<file path="config.mk">
export PLATFORM = sky130hd
export DESIGN_NAME = four_register_opcode_executor_flat
export DESIGN_NICKNAME = d
export VERILOG_FILES = /design/src/sv/froe_pkg.sv /design/src/sv/froe_if.sv /design/src/sv/froe_ram.sv /design/src/sv/four_register_opcode_executor.sv /design/src/flat_wrapper.sv
export SDC_FILE = /design/constraint.sdc
export NUM_CORES = 2
export LEC_CHECK = 0
export ABC_AREA = 1
export BUFFER_PORTS_ARGS = -buffer_cell sky130_fd_sc_hd__buf_2
export CAP_MARGIN = 20
export CORE_MARGIN = 3
export CORE_UTILIZATION = 69
export CTS_CLUSTER_SIZE = 24
export DETAILED_ROUTE_END_ITERATION = 10
export MAX_ROUTING_LAYER = met4
export PLACE_DENSITY = 0.93
export SYNTH_ARGS = -nofsm -noshare
export SYNTH_HDL_FRONTEND = slang
export SYNTH_SLANG_ARGS = --single-unit
</file>
<file path="constraint.sdc">
create_clock -name clk -period 13.98 [get_ports clk]
set_clock_uncertainty 0.15 [all_clocks]
set_input_delay 4.194 -clock clk [delete_from_list [all_inputs] [get_ports clk]]
set_output_delay 4.194 -clock clk [all_outputs]
set_load 0.02 [all_outputs]
</file>
<file path="src/sv/froe_pkg.sv">
// shared types and constants for the four-register opcode executor
package froe_pkg;

	localparam int NUM_REGS = 4;
	localparam int IDX_W    = $clog2(NUM_REGS);
	localparam int WORD_W   = 32;
	localparam int IMM_W    = 31;
	localparam int OP_W     = 4;

	typedef logic [WORD_W-1:0] word_t;
	typedef logic [IDX_W-1:0]  idx_t;
	typedef logic [IMM_W-1:0]  imm_t;

	typedef enum logic [OP_W-1:0] {
		OP_GTIR = 4'd0,
		OP_MULR = 4'd1,
		OP_SETI = 4'd2,
		OP_GTRR = 4'd3,
		OP_BORI = 4'd4,
		OP_BORR = 4'd5,
		OP_BANR = 4'd6,
		OP_EQRI = 4'd7,
		OP_BANI = 4'd8,
		OP_ADDR = 4'd9,
		OP_ADDI = 4'd10,
		OP_EQRR = 4'd11,
		OP_GTRI = 4'd12,
		OP_EQIR = 4'd13,
		OP_SETR = 4'd14,
		OP_MULI = 4'd15
	} opcode_t;

	// write-back bypass for the register-file memory
	typedef struct packed {
		logic  valid;
		idx_t  idx;
		word_t data;
	} byp_t;

endpackage

</file>
<file path="src/sv/froe_if.sv">
// valid/ready channel interfaces for instructions and register results
interface froe_cmd_if;
	logic                        valid;
	logic                        ready;
	logic [froe_pkg::OP_W-1:0]   command;
	logic [froe_pkg::IMM_W-1:0]  operand_a;
	logic [froe_pkg::IMM_W-1:0]  operand_b;
	logic [froe_pkg::IDX_W-1:0]  dest_index;

	modport source (output valid, command, operand_a, operand_b, dest_index, input ready);
	modport sink (input valid, command, operand_a, operand_b, dest_index, output ready);
endinterface

interface froe_res_if;
	logic                                valid;
	logic                                ready;
	logic signed [froe_pkg::WORD_W-1:0]  reg_zero;
	logic signed [froe_pkg::WORD_W-1:0]  reg_one;
	logic signed [froe_pkg::WORD_W-1:0]  reg_two;
	logic signed [froe_pkg::WORD_W-1:0]  reg_three;

	modport source (output valid, reg_zero, reg_one, reg_two, reg_three, input ready);
	modport sink (input valid, reg_zero, reg_one, reg_two, reg_three, output ready);
endinterface

</file>
<file path="src/sv/froe_ram.sv">
// generic ram: one write port, two registered read ports
module froe_ram #(
	parameter int WIDTH = 32,
	parameter int DEPTH = 4
) (
	input  logic                     clk,
	input  logic                     we,
	input  logic [$clog2(DEPTH)-1:0] waddr,
	input  logic [WIDTH-1:0]         wdata,
	input  logic                     re,
	input  logic [$clog2(DEPTH)-1:0] raddr_a,
	input  logic [$clog2(DEPTH)-1:0] raddr_b,
	output logic [WIDTH-1:0]         rdata_a,
	output logic [WIDTH-1:0]         rdata_b
);

	logic [WIDTH-1:0] mem_q [DEPTH];

	always_ff @(posedge clk) begin
		if (we) begin
			mem_q[waddr] <= wdata;
		end
		// read-first: a same-edge write is not seen here
		if (re) begin
			rdata_a <= mem_q[raddr_a];
			rdata_b <= mem_q[raddr_b];
		end
	end

endmodule

</file>
<file path="src/sv/four_register_opcode_executor.sv">
// Four-register opcode executor. Each cmd transaction is one instruction that runs on a
// four-entry 32-bit register file held in a small synchronous memory; each instruction
// gives exactly one res transaction carrying all four registers after it. A new
// instruction is taken every cycle while cmd is ready: the memory's read forms the first
// stage, the operand bypass, the ALU (one 32x32 multiplier) and the write-back the second,
// so a result passes the read registers, then the result register. The result register
// parts the two sides, so cmd stays ready while a result waits unless the second stage
// is also full. Reset clears per-entry valid bits, so there is no clearing pass.
module four_register_opcode_executor (
	input  logic clk,
	input  logic arst_n,
	froe_cmd_if.sink   cmd,
	froe_res_if.source res
);
	import froe_pkg::*;

	logic    take;
	logic    adv;
	logic    s1_v_q;
	opcode_t command_s1;
	imm_t    a_s1;
	imm_t    b_s1;
	idx_t    dest_s1;
	logic    vld_a_s1;
	logic    vld_b_s1;
	logic [NUM_REGS-1:0] vld_q;
	byp_t    byp_q;
	logic    out_v_q;
	word_t   file_q [NUM_REGS];

	word_t   ram_a;
	word_t   ram_b;
	word_t   ra;
	word_t   rb;
	word_t   ia;
	word_t   ib;
	word_t   mul_y;
	word_t   prod;
	word_t   result;

	assign take      = cmd.valid && cmd.ready;
	assign adv       = s1_v_q && (!out_v_q || res.ready);
	assign cmd.ready = !s1_v_q || !out_v_q || res.ready;

	froe_ram #(
		.WIDTH (WORD_W),
		.DEPTH (NUM_REGS)
	) u_rf (
		.clk     (clk),
		.we      (adv),
		.waddr   (dest_s1),
		.wdata   (result),
		.re      (take),
		.raddr_a (cmd.operand_a[IDX_W-1:0]),
		.raddr_b (cmd.operand_b[IDX_W-1:0]),
		.rdata_a (ram_a),
		.rdata_b (ram_b)
	);

	always_ff @(posedge clk or negedge arst_n) begin
		if (!arst_n) begin
			s1_v_q <= 1'b0;
		end else if (take) begin
			s1_v_q <= 1'b1;
		end else if (adv) begin
			s1_v_q <= 1'b0;
		end
	end

	always_ff @(posedge clk) begin
		if (take) begin
			command_s1 <= opcode_t'(cmd.command);
			a_s1       <= cmd.operand_a;
			b_s1       <= cmd.operand_b;
			dest_s1    <= cmd.dest_index;
			vld_a_s1   <= vld_q[cmd.operand_a[IDX_W-1:0]];
			vld_b_s1   <= vld_q[cmd.operand_b[IDX_W-1:0]];
		end
	end

	// the write on the edge that read the memory is missed by the read, so forward it
	always_comb begin
		if (byp_q.valid && byp_q.idx == a_s1[IDX_W-1:0]) begin
			ra = byp_q.data;
		end else begin
			ra = vld_a_s1 ? ram_a : '0;
		end
		if (byp_q.valid && byp_q.idx == b_s1[IDX_W-1:0]) begin
			rb = byp_q.data;
		end else begin
			rb = vld_b_s1 ? ram_b : '0;
		end
	end

	assign ia    = {1'b0, a_s1};
	assign ib    = {1'b0, b_s1};
	assign mul_y = (command_s1 == OP_MULR) ? rb : ib;
	// only the low word of the product is kept
	assign prod  = ra * mul_y;

	always_comb begin
		unique case (command_s1)
			OP_GTIR: result = {{(WORD_W-1){1'b0}}, ($signed(ia) > $signed(rb))};
			OP_MULR: result = prod;
			OP_SETI: result = ia;
			OP_GTRR: result = {{(WORD_W-1){1'b0}}, ($signed(ra) > $signed(rb))};
			OP_BORI: result = ra | ib;
			OP_BORR: result = ra | rb;
			OP_BANR: result = ra & rb;
			OP_EQRI: result = {{(WORD_W-1){1'b0}}, (ra == ib)};
			OP_BANI: result = ra & ib;
			OP_ADDR: result = ra + rb;
			OP_ADDI: result = ra + ib;
			OP_EQRR: result = {{(WORD_W-1){1'b0}}, (ra == rb)};
			OP_GTRI: result = {{(WORD_W-1){1'b0}}, ($signed(ra) > $signed(ib))};
			OP_EQIR: result = {{(WORD_W-1){1'b0}}, (ia == rb)};
			OP_SETR: result = ra;
			OP_MULI: result = prod;
			default: result = '0;
		endcase
	end

	// result register doubles as the visible copy of the whole file
	always_ff @(posedge clk or negedge arst_n) begin
		if (!arst_n) begin
			vld_q   <= '0;
			byp_q   <= '0;
			out_v_q <= 1'b0;
			for (int i = 0; i < NUM_REGS; i++) begin
				file_q[i] <= '0;
			end
		end else begin
			if (adv) begin
				vld_q[dest_s1] <= 1'b1;
				byp_q          <= '{valid: 1'b1, idx: dest_s1, data: result};
				out_v_q        <= 1'b1;
				for (int i = 0; i < NUM_REGS; i++) begin
					if (dest_s1 == IDX_W'(i)) begin
						file_q[i] <= result;
					end
				end
			end else if (res.ready) begin
				out_v_q <= 1'b0;
			end
		end
	end

	assign res.valid     = out_v_q;
	assign res.reg_zero  = $signed(file_q[0]);
	assign res.reg_one   = $signed(file_q[1]);
	assign res.reg_two   = $signed(file_q[2]);
	assign res.reg_three = $signed(file_q[3]);

endmodule

</file>
<file path="src/flat_wrapper.sv">
// flat-port wrapper written by rule: the top's interface ports become plain ports
module four_register_opcode_executor_flat import froe_pkg::*;
  (clk, arst_n, cmd_valid, cmd_command, cmd_operand_a, cmd_operand_b, cmd_dest_index, cmd_ready, res_valid, res_reg_zero, res_reg_one, res_reg_two, res_reg_three, res_ready);
  froe_cmd_if cmd_i ();
  froe_res_if res_i ();
  input  logic clk;
  input  logic arst_n;
  input wire logic [$bits(cmd_i.valid)-1:0] cmd_valid;
  input wire logic [$bits(cmd_i.command)-1:0] cmd_command;
  input wire logic [$bits(cmd_i.operand_a)-1:0] cmd_operand_a;
  input wire logic [$bits(cmd_i.operand_b)-1:0] cmd_operand_b;
  input wire logic [$bits(cmd_i.dest_index)-1:0] cmd_dest_index;
  output wire logic [$bits(cmd_i.ready)-1:0] cmd_ready;
  output wire logic [$bits(res_i.valid)-1:0] res_valid;
  output wire logic [$bits(res_i.reg_zero)-1:0] res_reg_zero;
  output wire logic [$bits(res_i.reg_one)-1:0] res_reg_one;
  output wire logic [$bits(res_i.reg_two)-1:0] res_reg_two;
  output wire logic [$bits(res_i.reg_three)-1:0] res_reg_three;
  input wire logic [$bits(res_i.ready)-1:0] res_ready;
  assign cmd_i.valid = cmd_valid;
  assign cmd_i.command = cmd_command;
  assign cmd_i.operand_a = cmd_operand_a;
  assign cmd_i.operand_b = cmd_operand_b;
  assign cmd_i.dest_index = cmd_dest_index;
  assign cmd_ready = cmd_i.ready;
  assign res_valid = res_i.valid;
  assign res_reg_zero = res_i.reg_zero;
  assign res_reg_one = res_i.reg_one;
  assign res_reg_two = res_i.reg_two;
  assign res_reg_three = res_i.reg_three;
  assign res_i.ready = res_ready;
  four_register_opcode_executor u_core (.clk(clk), .arst_n(arst_n), .cmd(cmd_i), .res(res_i));
endmodule
</file>
==> run metrics <==
row cnt=between 80 and 90; # hold bufs at CTS=0; Post-CTS Resized=0; Worst slew margin=12.18%; Hold Fails Final Rpt=0; H-tree depth=2; Post-route DRC=5; postcts setup bufs=0; Worst path max stage delay=about 0.89 ns; Num Clock Sinks=between 400 and 500; Tightest Pin Transition=between 1 and 1.5 ns; antenna violations before repair=4; share of layout cells above drive strength 1=~8.9%; via count=37540; post-DP HPWL=between 100 and 150 mm; syn_area_per_cell=between 8 and 9 sq um; synth unique cells=57; sequential fraction of the synthesis area=a little under a third; unrepaired setup endpoints after global routing=no; initial DRC count=5993; CP Data Arrival Time=approximately 12 ns; Top FF cell, synth=edfxtp_1; Clk pin slew, worst setup/hold paths=~0.06 ns; Layout area overhead=8.624%; Mapped Nets=roughly 5600; most frequent cells after synthesis=nand2_1, inv_1, nor2_1; Seq cells post-synth=431; Mapped Area=between 40000 and 50000 sq um; Yosys top cell by area=fa_1; gr usage total=50.56%; Fin Setup TNS=0 ns; Tcrit/Tclk final=between 80% and 90%; Yosys top cell area share=20.40%; first-pass GRT wire length=between 200 and 250 mm; Area contributors post-synth=fa_1, edfxtp_1, ha_1; CTS tree=yes; clk root buf=clkbuf_16; Vias per Instance=about 6.7; DRT Wirelength=roughly 150 mm; CP required=approximately 14 ns; Critical Path Most Common Cell=fa_1; count leader, synth=nand2_1; largest net degree at the start of global routing=91; final setup fails=0; Starting Density=70.51%; f_max=approximately 85 MHz; yosys warns=0; Setup CP Type=reg2reg; I/O Buffers=between 200 and 250; Tmin final=around 12 ns; core area=between 50000 and 60000 sq um; die height=around 250 um; Avg WL per Cell=between 20 and 30 um; CTS Buf Count=43; CP max-delay cell=clkinv_1; Detailed Routing Iterations Pass 1=11; Antenna Nets Post-Route=0; nets=around 5700; Max Root-Sink Buffers=3; Final Max Tran Viols=0; routability cong.=around 1.1; max cap viols=0; IO Count=between 200 and 250; CP startpoint kind=flop; Setup crit end kind=flop; Cells after Synth=4709; Die Footprint=61110 sq um; Die Wd=247.2 um; status=complete, but fails checks; Async SR Flop Fraction=between 30 and 40%; total gr overflow=0; Post-synth EDFFs=~260; Critical Path Fanout Max=54; clk_lat worst skew=approximately 0.65 ns; Hold/Removal Path Class=reg2reg; vias in the first global route=37400; failing checks=design-rule violations
-- final timing paths --
check	start	endpoint	slack, ns	depth (start not counted)
min in group asynchronous	arst_n	u_core.res.reg_one[15]$_DFFE_PN0P_	3.53	1
hold / removal	u_core.res.reg_zero[15]$_DFFE_PN0P_	u_core.res.reg_zero[15]$_DFFE_PN0P_	0.33	2
hold reg to reg	u_core.res.reg_zero[15]$_DFFE_PN0P_	u_core.res.reg_zero[15]$_DFFE_PN0P_	0.33	2
setup reg to reg	u_core.a_s1[1]$_DFFE_PP_	u_core.byp_q[28]$_DFFE_PN0P_	2.20	29
max in group asynchronous	arst_n	u_core.res.reg_two[26]$_DFFE_PN0P_	8.57	2
setup / recovery	u_core.a_s1[1]$_DFFE_PP_	u_core.byp_q[28]$_DFFE_PN0P_	2.20	29
-- through the flow --
stage               worst slack, ns  area [sq um]  hold WS (ns)  cells  util (%)
floorplan                     3.238         40140        0.2977   4709         -
global placement              3.709         41910        0.3066   5544     73.61
detailed placement            3.639         41970        0.3105   5547     73.72
CTS                           3.525         43450        0.3274   5627     76.32
global route                  2.209         43600        0.3577   5641     76.59
finish                        2.201         43610        0.3264   5643     76.59
-- cell families after synthesis --
family                     share of synthesized area, %
and+or+nand+nor                                   19.27
adders and majority gates                         32.05
DFF                                               30.13
AOI/OAI and AO/OA                                 9.590
buffers and inverters                             8.347
xor gates and xnor gates                         0.6109
-- cells in the final DEF (no fill, tap or decap), drive strengths merged, types with 164 or more instances in the layout --
master / netlist / layout
nand3: 164 / 164
ha: 374 / 374
fa: 409 / 409
buf: 34 / 281
nand2: 1130 / 1130
inv: 679 / 684
dfrtp: 169 / 169
nor2: 571 / 571
o21ai: 313 / 313
edfxtp: 262 / 262
-- critical path, delay by kind of cell (launching register included) --
family,cells,cell delay [ns]
AOI/OAI and AO/OA,5,1.99
xor gates and xnor gates,1,0.21
adders and majority gates,9,4.21
buffers and inverters,6,1.75
DFF,1,0.45
and+or+nand+nor,8,2.77
-- routing by layer --
metal,vias to the layer above,wire (um),global-route usage (%)
li1,15310,-,-
met1,17510,46500,57.86
met2,3669,63380,73.52
met3,1051,24170,19.64
met4,0,14430,34.57
met5,-,0,-
-- registers in the layout, indices dropped and copies added (netlist names) --
register / flops
u_core.res.reg_two: 32
u_core.a_s1: 31
u_core.s1_v_q: 1
u_core.byp_q: 35
u_core.u_rf.mem_q: 128
u_core.b_s1: 31
u_core.u_rf.rdata_a: 32
u_core.command_s1: 4
u_core.dest_s1: 2
u_core.u_rf.rdata_b: 32
u_core.res.reg_zero: 32
u_core.res.reg_one: 32
u_core.vld_a_s1: 1
u_core.vld_b_s1: 1
u_core.vld_q: 4
u_core.res.valid: 1
u_core.res.reg_three: 32
-- final cells by class --
class                           count  area [sq um]
Inverter                          687          2579
Antenna cell                        6         15.01
Timing Repair Buffer              281          1720
Multi-Input combinational cell   3402         24770
Fill cell                        3661         13330
Clock inverter                     22         297.8
Tap cell                          756         945.9
Sequential cell                   431         12100
Clock buffer                       58          1182
Power is not shown: default switching activity piles up to over one toggle a cycle in this logic, so the estimate is an artifact.
